**src/sv/wtm_pkg.sv**
```systemverilog
// Shared types and constants for the windowed traffic meter.
`default_nettype none

package wtm_pkg;

  localparam int unsigned WindowSecondsDef = 16;
  localparam int unsigned TimeW            = 32;
  localparam int unsigned BytesW           = 16;
  localparam int unsigned TotalW           = 48;
  localparam int unsigned SumW             = 32;

  typedef enum logic [3:0] {
    ST_IDLE,
    ST_CLEAR,
    ST_MOD,
    ST_RD,
    ST_WR,
    ST_SUM,
    ST_SUMLAST,
    ST_DIVIN,
    ST_DIVOUT,
    ST_OUT
  } wtm_state_e;

  typedef enum logic {
    REQ_RECORD = 1'b0,
    REQ_QUERY  = 1'b1
  } wtm_req_e;

endpackage

`default_nettype wire

```
**src/sv/wtm_cdiv.sv**
```systemverilog
// Divider by a constant: reciprocal multiply, back-multiply and one correction step.
`default_nettype none

module wtm_cdiv import wtm_pkg::*; #(
  parameter int unsigned Divisor = WindowSecondsDef,
  localparam int unsigned RemW   = (Divisor > 1) ? $clog2(Divisor) : 1
) (
  input  wire logic            clk_i,
  input  wire logic            rst_ni,
  input  wire logic            start_i,
  input  wire logic [SumW-1:0] dividend_i,
  output logic                 done_o,
  output logic [SumW-1:0]      quotient_o,
  output logic [RemW-1:0]      remainder_o
);

  // floor(2^32 / Divisor): the quotient estimate is exact or one short
  localparam logic [SumW-1:0] Recip = SumW'((64'd1 << SumW) / 64'(Divisor));
  localparam logic [RemW:0]   DivK  = (RemW + 1)'(Divisor);

  logic [SumW-1:0]   dvd_q;
  logic [SumW-1:0]   qest_q;
  logic [RemW:0]     rest_q;
  logic [SumW-1:0]   quo_q;
  logic [RemW-1:0]   rem_q;
  logic [2:0]        stage_q;
  logic              done_q;
  logic [2*SumW-1:0] prod;
  logic [SumW-1:0]   back;
  logic [RemW:0]     rest_fix;

  assign prod     = (2*SumW)'(dvd_q) * (2*SumW)'(Recip);
  assign back     = qest_q * SumW'(Divisor);
  assign rest_fix = rest_q - DivK;

  always_ff @(posedge clk_i or negedge rst_ni) begin
    if (!rst_ni) begin
      stage_q <= '0;
      done_q  <= 1'b0;
    end else begin
      stage_q <= {stage_q[1:0], start_i};
      done_q  <= stage_q[2];
    end
  end

  // remainder estimate stays below twice the divisor
  always_ff @(posedge clk_i) begin
    if (start_i) begin
      dvd_q <= dividend_i;
    end
    if (stage_q[0]) begin
      qest_q <= prod[2*SumW-1:SumW];
    end
    if (stage_q[1]) begin
      rest_q <= (RemW + 1)'(dvd_q - back);
    end
    if (stage_q[2]) begin
      if (rest_q >= DivK) begin
        quo_q <= qest_q + 1'b1;
        rem_q <= rest_fix[RemW-1:0];
      end else begin
        quo_q <= qest_q;
        rem_q <= rest_q[RemW-1:0];
      end
    end
  end

  assign done_o      = done_q;
  assign quotient_o  = quo_q;
  assign remainder_o = rem_q;

endmodule

`default_nettype wire

```
**src/sv/wtm_ring.sv**
```systemverilog
// One ring of per-second byte buckets: memory plus per-entry valid bits.
`default_nettype none

module wtm_ring import wtm_pkg::*; #(
  parameter int unsigned Depth = WindowSecondsDef,
  localparam int unsigned AddrW = $clog2(Depth)
) (
  input  wire logic             clk_i,
  input  wire logic             rst_ni,
  input  wire logic             clr_en_i,
  input  wire logic [AddrW-1:0] clr_addr_i,
  input  wire logic             rd_en_i,
  input  wire logic [AddrW-1:0] rd_addr_i,
  output logic      [SumW-1:0]  rd_data_o,
  input  wire logic             wr_en_i,
  input  wire logic [AddrW-1:0] wr_addr_i,
  input  wire logic [SumW-1:0]  wr_data_i
);

  logic [SumW-1:0]  mem_q [Depth];
  logic [Depth-1:0] vld_q;
  logic [SumW-1:0]  rd_q;
  logic             rd_vld_q;

  always_ff @(posedge clk_i) begin
    if (wr_en_i) begin
      mem_q[wr_addr_i] <= wr_data_i;
    end
    if (rd_en_i) begin
      rd_q <= mem_q[rd_addr_i];
    end
  end

  // a bucket that is not valid reads as zero
  always_ff @(posedge clk_i or negedge rst_ni) begin
    if (!rst_ni) begin
      vld_q    <= '0;
      rd_vld_q <= 1'b0;
    end else begin
      if (clr_en_i) begin
        vld_q[clr_addr_i] <= 1'b0;
      end
      if (wr_en_i) begin
        vld_q[wr_addr_i] <= 1'b1;
      end
      if (rd_en_i) begin
        rd_vld_q <= vld_q[rd_addr_i];
      end
    end
  end

  assign rd_data_o = rd_vld_q ? rd_q : '0;

endmodule

`default_nettype wire

```
**src/sv/windowed_traffic_meter.sv**
```systemverilog
// Top level of the windowed traffic meter: sequencer, totals and result register.
`default_nettype none

// Meters incoming and outgoing bytes over a sliding window of WINDOW_SECONDS
// one-second buckets. Each item first clears the buckets of the seconds after
// the last recorded second up to now (at most the whole window), then a record
// item adds its byte counts to the 48-bit lifetime totals and to the bucket of
// now_seconds; every item returns totals, window sums and per-second averages.
// Items are taken one at a time. A single constant divider (reciprocal
// multiply with one correction) yields the bucket index and both averages,
// and the rings are read one bucket a cycle. A finished result waits in the
// output register while the next item is taken.
module windowed_traffic_meter import wtm_pkg::*; #(
  parameter int unsigned WINDOW_SECONDS = WindowSecondsDef
) (
  input  wire logic         clk_i,
  input  wire logic         rst_ni,
  input  wire logic         s_axis_tvalid_i,
  output logic              s_axis_tready_o,
  // now_seconds[31:0], bytes_received[47:32], bytes_sent[63:48]
  input  wire logic [63:0]  s_axis_tdata_i,
  // req_type[0]
  input  wire logic [0:0]   s_axis_tuser_i,
  output logic              m_axis_tvalid_o,
  input  wire logic         m_axis_tready_i,
  // lifetime_in[47:0], lifetime_out[95:48], window_in_sum[127:96],
  // window_out_sum[159:128], rate_in[191:160], rate_out[223:192]
  output logic [223:0]      m_axis_tdata_o
);

  localparam int unsigned AW = $clog2(WINDOW_SECONDS);
  localparam int unsigned CW = $clog2(WINDOW_SECONDS + 1);

  wtm_state_e state_q, state_d;

  wtm_req_e            req_q;
  logic [TimeW-1:0]    now_q;
  logic [BytesW-1:0]   rx_q, tx_q;
  logic [CW-1:0]       cnt_q;
  logic [AW-1:0]       ptr_q, ptr_inc;
  logic [AW-1:0]       slot_q, idx_q;
  logic [TimeW-1:0]    last_second_q;
  logic [AW-1:0]       last_slot_q;
  logic [TotalW-1:0]   total_in_q, total_out_q;
  logic [SumW-1:0]     sum_in_q, sum_out_q, sum_in_d, sum_out_d;
  logic                acc_en_q;
  logic [SumW-1:0]     rate_in_q, rate_out_q;
  logic                out_valid_q;
  logic [223:0]        out_data_q;

  logic                in_accept;
  logic                out_free;
  logic [TimeW-1:0]    gap;
  logic [CW-1:0]       cnt_init;

  logic                div_start, div_done;
  logic [SumW-1:0]     div_dividend, div_quo;
  logic [AW-1:0]       div_rem;

  logic                clr_en, rd_en, wr_en;
  logic [AW-1:0]       rd_addr;
  logic [SumW-1:0]     in_rd_data, out_rd_data, in_wr_data, out_wr_data;

  assign in_accept = s_axis_tvalid_i && s_axis_tready_o;
  assign out_free  = !out_valid_q || m_axis_tready_i;

  // wrapping gap since the last record, capped at the window
  assign gap      = s_axis_tdata_i[31:0] - last_second_q;
  assign cnt_init = (gap < TimeW'(WINDOW_SECONDS)) ? CW'(gap) : CW'(WINDOW_SECONDS);

  assign ptr_inc = (ptr_q == AW'(WINDOW_SECONDS - 1)) ? '0 : ptr_q + 1'b1;

  assign sum_in_d  = acc_en_q ? sum_in_q + in_rd_data : sum_in_q;
  assign sum_out_d = acc_en_q ? sum_out_q + out_rd_data : sum_out_q;

  assign in_wr_data  = in_rd_data + SumW'(rx_q);
  assign out_wr_data = out_rd_data + SumW'(tx_q);

  // next state
  always_comb begin
    state_d = state_q;
    unique case (state_q)
      ST_IDLE:    if (in_accept) state_d = ST_CLEAR;
      ST_CLEAR: begin
        if (cnt_q == '0) begin
          state_d = (req_q == REQ_QUERY) ? ST_SUM : ST_MOD;
        end
      end
      ST_MOD:     if (div_done) state_d = ST_RD;
      ST_RD:      state_d = ST_WR;
      ST_WR:      state_d = ST_SUM;
      ST_SUM:     if (idx_q == AW'(WINDOW_SECONDS - 1)) state_d = ST_SUMLAST;
      ST_SUMLAST: state_d = ST_DIVIN;
      ST_DIVIN:   if (div_done) state_d = ST_DIVOUT;
      ST_DIVOUT:  if (div_done) state_d = ST_OUT;
      ST_OUT:     if (out_free) state_d = ST_IDLE;
      default:    state_d = ST_IDLE;
    endcase
  end

  // sequencer outputs
  always_comb begin
    s_axis_tready_o = 1'b0;
    clr_en          = 1'b0;
    rd_en           = 1'b0;
    rd_addr         = idx_q;
    wr_en           = 1'b0;
    div_start       = 1'b0;
    div_dividend    = now_q;
    unique case (state_q)
      ST_IDLE:  s_axis_tready_o = 1'b1;
      ST_CLEAR: begin
        clr_en    = (cnt_q != '0);
        div_start = (cnt_q == '0) && (req_q == REQ_RECORD);
      end
      ST_RD: begin
        rd_en   = 1'b1;
        rd_addr = slot_q;
      end
      ST_WR:  wr_en = 1'b1;
      ST_SUM: rd_en = 1'b1;
      ST_SUMLAST: begin
        div_start    = 1'b1;
        div_dividend = sum_in_d;
      end
      ST_DIVIN: begin
        div_start    = div_done;
        div_dividend = sum_out_q;
      end
      ST_MOD, ST_DIVOUT, ST_OUT: ;
      default: ;
    endcase
  end

  always_ff @(posedge clk_i or negedge rst_ni) begin
    if (!rst_ni) begin
      state_q       <= ST_IDLE;
      cnt_q         <= '0;
      ptr_q         <= '0;
      idx_q         <= '0;
      acc_en_q      <= 1'b0;
      last_second_q <= '0;
      last_slot_q   <= '0;
      total_in_q    <= '0;
      total_out_q   <= '0;
      out_valid_q   <= 1'b0;
    end else begin
      state_q  <= state_d;
      acc_en_q <= (state_q == ST_SUM);
      if (in_accept) begin
        cnt_q <= cnt_init;
        ptr_q <= last_slot_q;
        idx_q <= '0;
      end
      if (clr_en) begin
        ptr_q <= ptr_inc;
        cnt_q <= cnt_q - 1'b1;
      end
      if (state_q == ST_SUM) begin
        idx_q <= idx_q + 1'b1;
      end
      if (wr_en) begin
        total_in_q    <= total_in_q + TotalW'(rx_q);
        total_out_q   <= total_out_q + TotalW'(tx_q);
        last_second_q <= now_q;
        last_slot_q   <= slot_q;
      end
      if (state_q == ST_OUT && out_free) begin
        out_valid_q <= 1'b1;
      end else if (m_axis_tready_i) begin
        out_valid_q <= 1'b0;
      end
    end
  end

  always_ff @(posedge clk_i) begin
    if (in_accept) begin
      req_q    <= wtm_req_e'(s_axis_tuser_i[0]);
      now_q    <= s_axis_tdata_i[31:0];
      rx_q     <= s_axis_tdata_i[47:32];
      tx_q     <= s_axis_tdata_i[63:48];
      sum_in_q  <= '0;
      sum_out_q <= '0;
    end else begin
      sum_in_q  <= sum_in_d;
      sum_out_q <= sum_out_d;
    end
    if (state_q == ST_MOD && div_done) begin
      slot_q <= div_rem;
    end
    if (state_q == ST_DIVIN && div_done) begin
      rate_in_q <= div_quo;
    end
    if (state_q == ST_DIVOUT && div_done) begin
      rate_out_q <= div_quo;
    end
    if (state_q == ST_OUT && out_free) begin
      out_data_q <= {rate_out_q, rate_in_q, sum_out_q, sum_in_q, total_out_q, total_in_q};
    end
  end

  assign m_axis_tvalid_o = out_valid_q;
  assign m_axis_tdata_o  = out_data_q;

  wtm_cdiv #(
    .Divisor (WINDOW_SECONDS)
  ) u_cdiv (
    .clk_i       (clk_i),
    .rst_ni      (rst_ni),
    .start_i     (div_start),
    .dividend_i  (div_dividend),
    .done_o      (div_done),
    .quotient_o  (div_quo),
    .remainder_o (div_rem)
  );

  wtm_ring #(
    .Depth (WINDOW_SECONDS)
  ) u_ring_in (
    .clk_i      (clk_i),
    .rst_ni     (rst_ni),
    .clr_en_i   (clr_en),
    .clr_addr_i (ptr_inc),
    .rd_en_i    (rd_en),
    .rd_addr_i  (rd_addr),
    .rd_data_o  (in_rd_data),
    .wr_en_i    (wr_en),
    .wr_addr_i  (slot_q),
    .wr_data_i  (in_wr_data)
  );

  wtm_ring #(
    .Depth (WINDOW_SECONDS)
  ) u_ring_out (
    .clk_i      (clk_i),
    .rst_ni     (rst_ni),
    .clr_en_i   (clr_en),
    .clr_addr_i (ptr_inc),
    .rd_en_i    (rd_en),
    .rd_addr_i  (rd_addr),
    .rd_data_o  (out_rd_data),
    .wr_en_i    (wr_en),
    .wr_addr_i  (slot_q),
    .wr_data_i  (out_wr_data)
  );

  a_cnt_in_window: assert property (@(posedge clk_i) disable iff (!rst_ni)
    cnt_q <= CW'(WINDOW_SECONDS))
    else $error("stale count beyond window");

  a_query_no_write: assert property (@(posedge clk_i) disable iff (!rst_ni)
    (state_q == ST_WR) |-> (req_q == REQ_RECORD))
    else $error("bucket write on a query item");

  a_div_done_waited: assert property (@(posedge clk_i) disable iff (!rst_ni)
    div_done |-> (state_q == ST_MOD || state_q == ST_DIVIN || state_q == ST_DIVOUT))
    else $error("divider result in a state that does not wait for it");

  a_out_hold: assert property (@(posedge clk_i) disable iff (!rst_ni)
    (state_q == ST_OUT && !out_free) |=> (state_q == ST_OUT && $stable(rate_in_q)))
    else $error("finished item lost while output stalled");

endmodule

`default_nettype wire
```
**config.mk**
```make
export PLATFORM = sky130hd
export DESIGN_NAME = windowed_traffic_meter
export DESIGN_NICKNAME = d
export VERILOG_FILES = /design/src/sv/wtm_pkg.sv /design/src/sv/wtm_cdiv.sv /design/src/sv/wtm_ring.sv /design/src/sv/windowed_traffic_meter.sv
export SDC_FILE = /design/constraint.sdc
export NUM_CORES = 2
export LEC_CHECK = 0
export BUFFER_PORTS_ARGS = -buffer_cell sky130_fd_sc_hd__buf_2
export CORE_ASPECT_RATIO = 2
export CORE_MARGIN = 3
export CORE_UTILIZATION = 58
export CTS_BUF_LIST = sky130_fd_sc_hd__clkbuf_4 sky130_fd_sc_hd__clkbuf_8 sky130_fd_sc_hd__clkbuf_16
export DETAILED_ROUTE_END_ITERATION = 16
export GPL_ROUTABILITY_DRIVEN = 0
export PLACE_DENSITY = 0.72
export SYNTH_ARGS = -nofsm -noshare
export SYNTH_HDL_FRONTEND = slang
export SYNTH_SLANG_ARGS = --single-unit
```
**constraint.sdc**
```tcl
create_clock -name clk_i -period 23.1 [get_ports clk_i]
set_clock_uncertainty 0.05 [all_clocks]
set_input_delay 5.775 -clock clk_i [delete_from_list [all_inputs] [get_ports clk_i]]
set_output_delay 5.775 -clock clk_i [all_outputs]
set_load 0.05 [all_outputs]
```
==> reports/qor.yml <==
outcome: "complete, no violations"
setup_viol: 0
yosys_warnings: 0
hold_slack_ns: 0.367
netlist_area_um2: 74400
wire_per_inst_um: 27.1
syn_avg_cell_area_um2: 15.7
clk_latency_ns: 0.77
die_h_um: 512
fin_area_um2: 82700
start_util: 0.584
ys_types: 88
layout_setup_ws_ns: 14.02
slew_violations: 0
met3RoutedLength_um: 13700
synth_edf_count: 1531
cts_buffers: 145
slowest_delay_ns: 0.62
met2_length_um: 94700
cts_resized: 0
yosysSeqAreaShare: 0.699
wl_met1_um: 65500
crit_required_ns: 23.71
clockBufferDepth: 3
htree_levels: 4
die_w_um: 259
highest_layer: "met5"
ir_drop_v: 0.000109
ys_ff_latch: 1784
layout_common_cells: "edfxtp_1, nand2_1, buf_2"
path_cells: "buf_2 > inv_1 > ha_1 > fa_1 > nor2b_4 > o31a_1 > o311a_1 > o211ai_2 > and2_1 > o41ai_1 > xor2_1 > or4_1 > or4_4 > a22o_1"
finalSetupTns_ns: 0
worstSetupPathType: "in2reg"
drtPass1Iterations: 8
synthArstFlopShare: 0.106
fin_nets: 5297
rows: 185
cts_setup_buffers: 0
drtIter0Drc: 4460
filler_cell_count: 8877
crit_arrival_ns: 9.69
final_common_cell: "edfxtp_1"
path_clk_slew_ns: 0.07
utilization: 0.650
slew_headroom: 0.0851
drc: 0
yosysTopAreaCellShare: 0.618
period_needed_ns: 9.08
synth_top_cell_by_area: "edfxtp_1"
placed_area_um2: 77900
synthTopCellsByArea: "edfxtp_1, mux4_2, dfrtp_1, ha_1, nand2_1"
routed_wl_um: 186000
finalHoldViolCount: 0
die_area_um2: 133000
cp-end-kind: "flop"
vias: 43000
place_inst: 6592
grt_pass1_vias: 43300
grt_max_degree: 133
tightest_slew_ns: 1.36
cp-start-kind: "input pin"
postCtsHoldBufs: 0
grt-ovfl-total: 0
syn_to_final_growth_pct: 11.2
syn_inst: 4744
power_leakage_nw: 30.0
p_per_area_nw_per_um2: 130
io_buffer_count: 288
cp_max_fo: 5
ant_nets: 0
pin_count: 295
final_cells: 6861
p_total_mw: 10.8
drv_cap: 0
fp.coreArea_um2: 127000
grtUsageTotal: 0.282
min_period_over_period: 0.393
clkSinkCount: 1784
dp_slack_ns: 13.30
antenna_found_initial: 7
grt_pass1_wl_um: 276000
dp_hpwl_um: 115000
synth_ff_type: "edfxtp_1"
viasPerCell: 6.26
cts_root_buffer: "clkbuf_16"
clock.fmax_mhz: 110
cpMaxStageDelayCell: "o41ai_1"
drive_gt1_frac: 0.181
grt_setup_unrepaired: "no"
cts_tree: "built"
hold_class: "reg2reg"
-- cell families after synthesis --
group,synth area share
DFF,0.699
and+or+nand+nor,0.0758
AOI/OAI and AO/OA,0.0634
muxes,0.0888
buffers and inverters,0.0162
xor gates and xnor gates,0.0274
adders and majority gates,0.0295
other,0.0000504
-- critical path, delay by kind of cell --
kind | cells | cell delay [ns]
AOI/OAI and AO/OA | 5 | 1.49
and+or+nand+nor | 4 | 1.48
adders and majority gates | 2 | 0.66
buffers and inverters | 2 | 0.15
xor gates and xnor gates | 1 | 0.12
-- path summary, 6_finish.rpt --
kind,start,endpoint,slack [ns],depth (start not counted)
hold / removal,u_cdiv.dvd_q[14],u_cdiv.qest_q[10],0.37,0
setup / recovery,s_axis_tdata_i[0],cnt_q[4],14.02,14
max in group asynchronous,rst_ni,acc_en_q,15.78,3
hold reg to reg,u_cdiv.dvd_q[14],u_cdiv.qest_q[10],0.37,0
setup reg to reg,u_ring_out.rd_vld_q,u_ring_out.mem_q[1][24],17.05,16
min in group asynchronous,rst_ni,total_out_q[35],4.94,1
-- per-layer routing --
layer / track usage / vias to the layer above
met1: 0.334 / 21700
met2: 0.484 / 1947
li1: - / 18800
met4: 0.161 / 8
met5: 0 / -
met3: 0.0524 / 500
-- cell usage after synthesis, types with 8 or more instances --
cell / instances
edfxtp_1: 1531
nand2_1: 428
mux4_2: 264
nor2_1: 250
o21ai_0: 196
dfrtp_1: 189
ha_1: 164
a21oi_1: 147
xnor2_1: 141
and2_1: 134
clkbuf_1: 124
inv_1: 116
xor2_1: 92
nand3_1: 85
a31oi_1: 84
a211oi_1: 83
a21o_1: 64
dfxtp_1: 64
buf_1: 55
and3_1: 54
mux2i_1: 49
nand4_1: 43
nor3_1: 41
nor2b_1: 39
o21a_1: 32
nand2b_1: 26
mux2_2: 15
or3_1: 12
and4_1: 10
buf_2: 10
o21bai_1: 10
or2_2: 10
a21boi_0: 9
nor4_1: 9
o31ai_1: 9
nand3b_1: 8
o211ai_1: 8
o221ai_1: 8
-- sequential cells by signal (all words and copies together), names as in the netlist, 32 cells and up --
| signal | cells |
|---|---|
| last_second_q | 32 |
| m_axis_tdata_o | 218 |
| now_q | 32 |
| sum_in_q | 32 |
| sum_out_q | 32 |
| total_in_q | 48 |
| total_out_q | 48 |
| u_cdiv.dvd_q | 32 |
| u_ring_in.mem_q | 512 |
| u_ring_in.rd_q | 32 |
| u_ring_out.mem_q | 512 |
| u_ring_out.rd_q | 32 |
-- report_power, final --
group          total, mW  internal (mW)  leakage [nW]  switching [mW]
Combinational       3.59           1.32          10.6            2.28
Clock               2.49           1.35          2.37            1.13
Sequential          4.69           4.40          17.0           0.292
-- final cells by class --
cell class / instances / area [um2] / share of cell area
Clock inverter: 80 / 741 / 0.00896
Sequential cell: 1784 / 52000 / 0.629
Antenna cell: 5 / 12.5 / 0.000151
Multi-Input combinational cell: 2654 / 21400 / 0.258
Inverter: 116 / 450 / 0.00545
Tap cell: 1683 / 2110 / 0.0255
Timing Repair Buffer: 356 / 2000 / 0.0242
Clock buffer: 183 / 4040 / 0.0488
No activity file was read; power rests on OpenSTA's default activity.
